<file path="config.mk">
export PLATFORM = sky130hd
export DESIGN_NAME = seven_segment_frame_composer
export DESIGN_NICKNAME = d
export VERILOG_FILES = /design/src/rtl/ssfc_pkg.sv /design/src/rtl/ssfc_number.sv /design/src/rtl/ssfc_progress.sv /design/src/rtl/seven_segment_frame_composer.sv
export SDC_FILE = /design/constraint.sdc
export NUM_CORES = 1
export LEC_CHECK = 0
export CELL_PAD_IN_SITES_DETAIL_PLACEMENT = 0
export CELL_PAD_IN_SITES_GLOBAL_PLACEMENT = 2
export CORE_MARGIN = 5
export CORE_UTILIZATION = 46
export CTS_CLUSTER_SIZE = 12
export DETAILED_ROUTE_END_ITERATION = 8
export DONT_BUFFER_PORTS = 1
export PLACE_DENSITY_LB_ADDON = 0.08
export SETUP_SLACK_MARGIN = 0.05
export SKIP_CTS_REPAIR_TIMING = 1
export SYNTH_ARGS = -nofsm -noshare
export SYNTH_HDL_FRONTEND = slang
export SYNTH_SLANG_ARGS = --single-unit
</file>
<file path="constraint.sdc">
create_clock -name clk -period 17.9 [get_ports clk]
set_input_delay 5.37 -clock clk [delete_from_list [all_inputs] [get_ports clk]]
set_output_delay 5.37 -clock clk [all_outputs]
set_load 0.01 [all_outputs]
</file>
<file path="src/rtl/ssfc_pkg.sv">
`timescale 1ns / 1ps
// ----------------------------------------------------------------------------
// ssfc_pkg
// Shared types, codes and tables of the seven-segment frame composer.
// ----------------------------------------------------------------------------

package ssfc_pkg;

	localparam int unsigned PATH_STEPS = 10;
	localparam int unsigned DIGITS     = 3;

	localparam logic       OP_NUMBER   = 1'b0;
	localparam logic       OP_PROGRESS = 1'b1;

	localparam logic [1:0] UNIT_PERCENT = 2'd1;
	localparam logic [1:0] UNIT_GRAM    = 2'd2;

	localparam logic [6:0] ICON_PERCENT = 7'h08;
	localparam logic [6:0] ICON_GRAM    = 7'h10;
	localparam logic [6:0] SEG_MID      = 7'h40;
	localparam logic [9:0] SAT_VALUE    = 10'd999;

	typedef logic [6:0] seg_t;
	typedef seg_t [DIGITS-1:0] digits_t;

	typedef struct packed {
		seg_t       hundreds;
		seg_t       tens;
		seg_t       ones;
		logic [6:0] icons_a;
		logic [2:0] icons_b;
	} frame_t;

	// fill path: digit position (0 hundreds, 1 tens, 2 ones) and segment
	localparam logic [1:0] PATH_POS [PATH_STEPS] = '{
		2'd0, 2'd1, 2'd2, 2'd2, 2'd2, 2'd2, 2'd1, 2'd0, 2'd0, 2'd0
	};
	localparam seg_t PATH_SEG [PATH_STEPS] = '{
		7'h01, 7'h01, 7'h01, 7'h02, 7'h04, 7'h08, 7'h08, 7'h08, 7'h10, 7'h20
	};

	function automatic seg_t font(input logic [3:0] d);
		seg_t s;
		case (d)
			4'd0: s = 7'h3F;
			4'd1: s = 7'h06;
			4'd2: s = 7'h5B;
			4'd3: s = 7'h4F;
			4'd4: s = 7'h66;
			4'd5: s = 7'h6D;
			4'd6: s = 7'h7D;
			4'd7: s = 7'h07;
			4'd8: s = 7'h7F;
			4'd9: s = 7'h6F;
			default: s = 7'h00;
		endcase
		return s;
	endfunction

endpackage

</file>
<file path="src/rtl/ssfc_number.sv">
`timescale 1ns / 1ps
// ----------------------------------------------------------------------------
// ssfc_number
// Number frame: saturating decimal split, digit font, blanking and icons.
// ----------------------------------------------------------------------------

module ssfc_number (
	input  logic            digits_on,
	input  logic [15:0]     value,
	input  logic [1:0]      unit,
	input  logic [9:0]      icon_bits,
	output ssfc_pkg::frame_t frame
);

	logic [9:0]  sat;
	logic [15:0] hund_prod;
	logic [3:0]  hund;
	logic [9:0]  rem_h;
	logic [6:0]  rem_t;
	logic [14:0] tens_prod;
	logic [3:0]  tens;
	logic [6:0]  ones_full;
	logic [3:0]  ones;
	logic [6:0]  unit_icon;

	// divide by 100 and by 10 through reciprocal multiplies, exact for this range
	always_comb begin
		sat       = (value > 16'(ssfc_pkg::SAT_VALUE)) ? ssfc_pkg::SAT_VALUE : value[9:0];
		hund_prod = 16'(sat) * 16'd41;
		hund      = hund_prod[15:12];
		rem_h     = sat - (10'(hund) * 10'd100);
		rem_t     = rem_h[6:0];
		tens_prod = 15'(rem_t) * 15'd205;
		tens      = tens_prod[14:11];
		ones_full = rem_t - (7'(tens) * 7'd10);
		ones      = ones_full[3:0];
	end

	always_comb begin
		case (unit)
			ssfc_pkg::UNIT_PERCENT: unit_icon = ssfc_pkg::ICON_PERCENT;
			ssfc_pkg::UNIT_GRAM:    unit_icon = ssfc_pkg::ICON_GRAM;
			default:                unit_icon = 7'h00;
		endcase
	end

	always_comb begin
		frame.hundreds = '0;
		frame.tens     = '0;
		frame.ones     = '0;
		if (digits_on) begin
			frame.hundreds = (sat >= 10'd100) ? ssfc_pkg::font(hund) : 7'h00;
			frame.tens     = (sat >= 10'd10) ? ssfc_pkg::font(tens) : 7'h00;
			frame.ones     = ssfc_pkg::font(ones);
		end
		frame.icons_a = icon_bits[6:0] | unit_icon;
		frame.icons_b = {icon_bits[7], icon_bits[9], icon_bits[8]};
	end

endmodule

</file>
<file path="src/rtl/ssfc_progress.sv">
`timescale 1ns / 1ps
// ----------------------------------------------------------------------------
// ssfc_progress
// Progress frame: lights the fill path up to ceil(pct/10) steps, max ten.
// ----------------------------------------------------------------------------

module ssfc_progress (
	input  logic             [7:0] progress_pct,
	input  logic                   middle_bars_on,
	output ssfc_pkg::frame_t       frame
);

	ssfc_pkg::digits_t g;

	// step i is lit when pct exceeds 10*i
	always_comb begin
		g = '0;
		for (int i = 0; i < ssfc_pkg::PATH_STEPS; i++) begin
			if (progress_pct > 8'(10 * i)) begin
				g[ssfc_pkg::PATH_POS[i]] = g[ssfc_pkg::PATH_POS[i]] | ssfc_pkg::PATH_SEG[i];
			end
		end
		if (middle_bars_on) begin
			for (int j = 0; j < ssfc_pkg::DIGITS; j++) begin
				g[j] = g[j] | ssfc_pkg::SEG_MID;
			end
		end
		frame.hundreds = g[0];
		frame.tens     = g[1];
		frame.ones     = g[2];
		frame.icons_a  = '0;
		frame.icons_b  = '0;
	end

endmodule

</file>
<file path="src/rtl/seven_segment_frame_composer.sv">
`timescale 1ns / 1ps
// ----------------------------------------------------------------------------
// seven_segment_frame_composer
// Builds one five-field display frame per command, number or progress mode.
// ----------------------------------------------------------------------------
// usage
// - command channel: a beat is taken at a rising edge with start high and
//   busy low; busy is always low, so a command may be given every cycle
// - result channel: done is high for exactly one cycle while the grid_*
//   ports hold the frame; the receiver takes it at the edge ending that cycle
// - path: a taken command is held in the input register, and its frame is then
//   stored in the result register, whose valid flag drives done
// - throughput: one frame per cycle, set by the input register and the
//   result register around a single pass of decode logic
// - number mode divides by 100 and 10 with constant reciprocal multiplies
//   inside that one pass
// - reset (arst_n low) clears the stage valid flags at once; no frame is
//   reported until a new command arrives
// - the receiver cannot stall; every frame is shown once for one cycle
// ----------------------------------------------------------------------------

module seven_segment_frame_composer (
	input  logic        clk,
	input  logic        arst_n,
	input  logic        start,
	output logic        busy,
	input  logic        op,
	input  logic        digits_on,
	input  logic [15:0] value,
	input  logic [1:0]  unit,
	input  logic [9:0]  icon_bits,
	input  logic [7:0]  progress_pct,
	input  logic        middle_bars_on,
	output logic        done,
	output logic [6:0]  grid_hundreds,
	output logic [6:0]  grid_tens,
	output logic [6:0]  grid_ones,
	output logic [6:0]  grid_icons_a,
	output logic [2:0]  grid_icons_b
);

	logic        valid_s1;
	logic        op_s1;
	logic        digits_on_s1;
	logic [15:0] value_s1;
	logic [1:0]  unit_s1;
	logic [9:0]  icon_bits_s1;
	logic [7:0]  progress_pct_s1;
	logic        middle_bars_on_s1;

	logic             valid_s2;
	ssfc_pkg::frame_t frame_s2;

	ssfc_pkg::frame_t num_frame;
	ssfc_pkg::frame_t prog_frame;
	ssfc_pkg::frame_t frame_d;

	assign busy = 1'b0;

	always_ff @(posedge clk or negedge arst_n) begin
		if (!arst_n) begin
			valid_s1 <= 1'b0;
			valid_s2 <= 1'b0;
		end else begin
			valid_s1 <= start && !busy;
			valid_s2 <= valid_s1;
		end
	end

	always_ff @(posedge clk) begin
		if (start && !busy) begin
			op_s1             <= op;
			digits_on_s1      <= digits_on;
			value_s1          <= value;
			unit_s1           <= unit;
			icon_bits_s1      <= icon_bits;
			progress_pct_s1   <= progress_pct;
			middle_bars_on_s1 <= middle_bars_on;
		end
		if (valid_s1) begin
			frame_s2 <= frame_d;
		end
	end

	ssfc_number u_number (
		.digits_on   (digits_on_s1),
		.value       (value_s1),
		.unit        (unit_s1),
		.icon_bits   (icon_bits_s1),
		.frame       (num_frame)
	);

	ssfc_progress u_progress (
		.progress_pct   (progress_pct_s1),
		.middle_bars_on (middle_bars_on_s1),
		.frame          (prog_frame)
	);

	always_comb begin
		case (op_s1)
			ssfc_pkg::OP_PROGRESS: frame_d = prog_frame;
			default:               frame_d = num_frame;
		endcase
	end

	assign done          = valid_s2;
	assign grid_hundreds = frame_s2.hundreds;
	assign grid_tens     = frame_s2.tens;
	assign grid_ones     = frame_s2.ones;
	assign grid_icons_a  = frame_s2.icons_a;
	assign grid_icons_b  = frame_s2.icons_b;

`ifndef NO_ASSERTIONS
	a_accept_to_s1: assert property (@(posedge clk) disable iff (!arst_n)
		start && !busy |=> valid_s1)
		else $error("accepted beat did not reach stage one");

	a_s1_to_done: assert property (@(posedge clk) disable iff (!arst_n)
		valid_s1 |=> done)
		else $error("stage one beat did not produce a result");

	a_done_source: assert property (@(posedge clk) disable iff (!arst_n)
		done |-> $past(valid_s1))
		else $error("result strobe without a beat in stage one");

	a_progress_icons: assert property (@(posedge clk) disable iff (!arst_n)
		valid_s1 && op_s1 == ssfc_pkg::OP_PROGRESS |=> grid_icons_a == 7'h00
			&& grid_icons_b == 3'h0)
		else $error("icons lit in progress frame");

	a_blank_digits: assert property (@(posedge clk) disable iff (!arst_n)
		valid_s1 && op_s1 == ssfc_pkg::OP_NUMBER && !digits_on_s1 |=>
			grid_hundreds == 7'h00 && grid_tens == 7'h00 && grid_ones == 7'h00)
		else $error("digits lit while blanked");

	a_ones_shown: assert property (@(posedge clk) disable iff (!arst_n)
		valid_s1 && op_s1 == ssfc_pkg::OP_NUMBER && digits_on_s1 |=>
			grid_ones != 7'h00)
		else $error("ones digit blank in number frame");
`endif

endmodule
</file>
Yosys cells after proc, flatten, opt, wreduce, memory -nomap -nowiden --
Memory sizes are Yosys's and may differ from the RTL's. Cells that the tools add are included.
Storage, ports and cells: flip-flop bits (word level) 72, memory bits (read-only) 336, bits of input ports 42, output and inout port bits 33, word-level logic and storage cells 56, memories kept 3
Memory list:
- (name not given) | words 16, bits a word 7, rd ports 1, clocked after memory_dff 0, write ports 0, line ssfc_pkg.sv:44 | case (d)
- (name not given) | words 16, bits a word 7, rd ports 1, clocked after memory_dff 0, write ports 0, line ssfc_pkg.sv:44
- (name not given) | words 16, bits a word 7, rd ports 1, clocked after memory_dff 0, write ports 0, line ssfc_pkg.sv:44
Operators by class: add/sub/neg operators 2, multipliers 4, order comparisons 13, equal/unequal tests 2, mux-type cells 17, bitwise logic cells 1
Operators with widths (number):
- $mux 21 | 2
- $mux 31 | 1
- $gt 8x6->1 const B | 3
- $gt 8x7->1 const B | 3
- $gt 16x10->1 const B | 1
- $gt 8x5->1 const B | 2
- $mul 10x6->16 const B | 1
- $mul 7x8->15 const B | 1
- $mux 7 | 2
- $mux 4 | 3
- $ge 10x4->1 const B | 1
- $ge 10x7->1 const B | 1
- $mux 10 | 1
- $pmux 5 s2 | 1
- $gt 8x1->1 const B | 1
- $gt 8x4->1 const B | 1
- $or 7x5->7 | 1
- $sub 7x7->7 | 1
- $mux 6 | 1
- $mul 4x5->5 const B | 1
- $mux 5 | 1
- $mul 4x3->3 const B | 1
- $sub 4x4->4 | 1
- $mux 1 | 3
- 4 further kinds | 4

Longest topological paths before layout --
An unclocked memory read counts as a cell.
depth after elaboration 11, mapped depth 49, gate-level depth less buffers 47

Modules after synthesis --
From an unflattened synthesis, not the netlist that was laid out.
Second synthesis, totals: cell total of the unflattened synthesis 506, area, all modules 5754.3 µm²
By module, submodules not included:
- ssfc_number | instances 1, cells an instance 345, area each 2847.7 µm², sequential area each 0.0 µm²
- seven_segment_frame_composer | instances 1, cells an instance 108, area each 2546.2 µm², sequential area each 2152.1 µm²
- ssfc_progress | instances 1, cells an instance 53, area each 360.3 µm², sequential area each 0.0 µm²

Worst setup path before layout --
Ideal clock, no wire load.
path kind register -> register, from register value_s1[14], to register frame_s2, in the netlist grid_ones[4], data pin, setup time 0.255 ns, arrival 10.053 ns, required time 17.645 ns, slack 7.593 ns, cell stages (with the launch flop) 47, buffers on the path 2, period minus slack after synthesis 10.307 ns, cell sequence edfxtp_1 -> nor4_2 -> and2_1 -> buf_4 -> nand2_1 -> or2_2 -> ha_1 -> inv_1 -> fa_1 -> inv_1 -> ha_1 -> ha_1 -> a21o_1 -> a21o_1 -> a211o_1 -> a221oi_2 -> o21ai_1 -> a21oi_1 -> (+11 left out) -> inv_1 -> fa_1 -> inv_1 -> ha_1 -> a21o_1 -> a2111oi_4 -> nand4_2 -> a31oi_1 -> xnor2_1 -> xnor2_1 -> ha_1 -> a311o_1 -> a311oi_1 -> xor3_2 -> buf_6 -> nand3_1 -> o21ai_1 -> and2_1
On the way: word-level cells in the longest chain between the ends 11
Ends and longest elaborated chain:
- start: declaration | line seven_segment_frame_composer.sv:45 | logic [15:0] value_s1;
- start signal: assignment | line seven_segment_frame_composer.sv:74 | value_s1 <= value;
- $gt 16x10->1 (*) | line ssfc_number.sv:28 | sat = (value > 16'(ssfc_pkg::SAT_VALUE)) ? ssfc_pkg::SAT_VALUE : value[9:0];
- $mux 10 (*) | line ssfc_number.sv:28
- $mul 10x6->16 | line ssfc_number.sv:29 | hund_prod = 16'(sat) * 16'd41;
- $mul 4x5->5 | line ssfc_number.sv:31 | rem_h = sat - (10'(hund) * 10'd100);
- $sub 7x7->7 (*) | line ssfc_number.sv:31
- $mul 7x8->15 | line ssfc_number.sv:33 | tens_prod = 15'(rem_t) * 15'd205;
- $mul 4x3->3 | line ssfc_number.sv:35 | ones_full = rem_t - (7'(tens) * 7'd10);
- $sub 4x4->4 (*) | line ssfc_number.sv:35
- $mem_v2 16x7 (*)
- $mux 21 (*) | line ssfc_number.sv:51 | if (digits_on) begin
- $mux 31 (*) | line seven_segment_frame_composer.sv:100 | case (op_s1)
- end signal: assignment | line seven_segment_frame_composer.sv:81 | frame_s2 <= frame_d;
- end: declaration | line seven_segment_frame_composer.sv:52 | ssfc_pkg::frame_t frame_s2;
Mark *: on every way between the ends. The rest lies on a longest branch, timed or not. A chain may end at the register's enable or synchronous reset.

Final worst setup path --
Same ends and word-level chain as after synthesis.

==> results.ini <==
[timing]
holdWs_ns = 0.533
grt_setup_unrepaired = false
slew_headroom_pct = 50.5
timing.final.ws_setup_ns = 6.39
finalSetupViolations = 0
min_period_over_period_pct = 64.3
max_freq_mhz = 86.9
final_hold_viol_count = 0
tns_ns = 0
min_period_ns = 11.51
tightest_slew_ns = 0.741
maxSlewViolCount = 0
skew_ns = 0.0128

[yosys]
synth.area.top_cells = edfxtp_1 (41%), ha_1 (21%), fa_1 (4.6%)
syn_inst = 459
synth_top_family_by_area = adder cells
synthMuxAreaShare_pct = 0.581
syn_area_per_cell_um2 = 11.3
ys_warn_count = 0
synth_xor_area_share_pct = 4.62
synth_nets = 598
synth_top_area_share_pct = 40.7
syn_area_um2 = 5170
ys_seq_area_share_pct = 41.6
synth-adder-area-share_pct = 25.8
synth-simple-area-share_pct = 11.6
async_reset_ff_share_pct = 2.78
synth-seq-cells = 72
yosysMostFrequentCell = ha_1
synth_edf_count = 70
synth-compound-area-share_pct = 10.5
yosysTopAreaCell = edfxtp_1
yosys-top-cells-count = ha_1 (85), edfxtp_1 (70), inv_1 (57), nand2_1 (31), a21oi_1 (24)
synth_cell_type_count = 63
synthFlopType = edfxtp_1

[critical_path]
crit_slowest_cell = fa_1
path_delay_family = adder cells
crit_path_start_kind = flop
crit_top_cell = ha_1
critPathBufInv = 8
max_stage_delay_ns = 0.52
r2r_end = grid_ones[4]
rr_worst_depth = 44
r2r_start = value_s1[14]
ff2ff_setup_slack_ns = 6.39
crit_arrival_ns = 11.60
cp.required_ns = 17.99
cp_max_fo = 11
critPathKind = flop to flop
endpoint_kind = flop

[routing]
firstDrtPassIters = 4
vias_per_cell = 5.34
vias = 3240
postRouteAntennaNets = 0
drt_first_iter_violations = 173
routedWlPerCell_um = 16.7
drc_errors = 0
routed_wl_mm = 10.1

[floorplan]
core_um2 = 10900
die_h_um = 116
die_x_um = 116
rows = 38
ios = 75
floorplan.initialDensity_pct = 47.3
die-area_um2 = 13500

[grt]
antenna_found_initial = 0
grt-ovfl-total = 0
grt_pass1_wl_mm = 16.6
grt_pass1_vias = 3323
grtUsageTotal_pct = 16.0
grt_max_degree = 41

[clock_tree]
clk_latency_ns = 0.34
h-tree-depth = 3
cts_sinks = 72
clkTransAtPathRegs_ns = 0.06
cts_buffer_depth = 2
cts_tree = yes
root_buffer = clkbuf_16
numCtsBuffers = 9

[worst_hold_path]
hold_start = icon_bits_s1[6]
min_path_type = flop to flop
holdPathStages = 1
min_to = grid_icons_a[6]

[cells_and_area]
num_antenna_cells = 0
final_nets = 601
fill_cells = 988
final_util_pct = 51.1
drive_gt1_share_pct = 8.14
syn_to_final_growth_pct = 8.06

[place]
dp_hpwl_mm = 8.16
gp_congestion = 0.868
port_buffers = 0
place_ws_ns = 6.30

[job]
max_cap_violations = 0

[status]
status = finished clean

==> registers in the layout, indices dropped and copies added (netlist names) <==
signal,cells
unit_s1,2
progress_pct_s1,8
icon_bits_s1,10
grid_hundreds,7
value_s1,16
grid_ones,7
valid_s1,1
grid_tens,7
grid_icons_b,3
grid_icons_a,7
middle_bars_on_s1,1
op_s1,1
done,1
digits_on_s1,1
==> kinds of logic after synthesis <==
logic type | after synthesis
other cells | 1
simple gates | 116
xor+xnor | 22
mux | 3
flops | 72
compound gates | 78
fa+ha+maj | 100
buf+inv | 67
==> per-layer routing <==
metal	part of all wire [%]	wire, um	GRT usage, %	up-vias
met3	4.5	456	4.23	5
met2	48	4840	25.4	65
met5	0	0	0	-
li1	-	-	-	1647
met4	0.69	70	3.71	0
met1	47	4780	22.0	1523
==> worst reg2reg max path: cells and delay by family (launching register included) <==
| kind | cells | cell delay [ns] |
|---|---|---|
| adders and majority gates | 12 | 3.98 |
| AOI/OAI and AO/OA | 12 | 2.89 |
| xor gates and xnor gates | 5 | 1.74 |
| and+or+nand+nor | 6 | 1.56 |
| buffers and inverters | 8 | 0.52 |
| DFF | 1 | 0.37 |
| muxes | 1 | 0.19 |
==> worst max-delay path by stage <==
stage	startpoint	endpoint	slack (ns)	cells after the start
final	value_s1[14]	grid_ones[4]	6.39	44
after CTS	value_s1[14]	grid_ones[4]	6.27	44
after floorplan	value_s1[14]	grid_ones[4]	7.59	46
after detailed placement	value_s1[14]	grid_ones[4]	6.30	44
after global placement	value_s1[14]	grid_ones[4]	6.45	44
after global routing	value_s1[14]	grid_ones[4]	5.45	44
==> per-stage QoR <==
stage | instance area, um^2 | std cells
5_1_grt | 5590 | 607
3_3_place_gp | 5300 | 591
3_5_place_dp | 5300 | 591
2_1_floorplan | 5170 | 459
4_1_cts | 5590 | 607
6_report | 5590 | 607
==> cell type report <==
cell class              instances  area (um^2)  area share (%)
inverters                      58          218            3.90
repair buffers                  1         7.51           0.134
well taps                     140          175            3.14
multi-input cells             320         2750            49.2
clock inverters                 7         60.1            1.08
clock buffers                   9          225            4.03
flip-flops and latches         72         2150            38.5
==> cells in the final DEF, fill, tap and decap left out, types with 3 or more instances in the layout <==
| master | instances |
|---|---|
| and2_1 | 3 |
| mux2i_1 | 3 |
| a31oi_1 | 4 |
| edfxtp_1 | 70 |
| clkinvlp_4 | 3 |
| a21o_1 | 6 |
| o21ai_0 | 12 |
| nor2_1 | 20 |
| nand3_1 | 15 |
| or2_2 | 4 |
| nor2b_1 | 10 |
| nand2_1 | 31 |
| xor2_1 | 5 |
| fa_1 | 12 |
| a21oi_1 | 24 |
| nand2b_1 | 8 |
| nand4_1 | 3 |
| nor3_1 | 6 |
| o22ai_1 | 5 |
| ha_1 | 85 |
| xnor2_1 | 13 |
| inv_1 | 57 |
| o21ai_1 | 4 |
| and3_1 | 3 |
| inv_6 | 3 |
| clkbuf_16 | 9 |
Power is left out: the tool's default activity adds up to more than one toggle a clock period on the data nets, which glitch-free logic cannot reach.
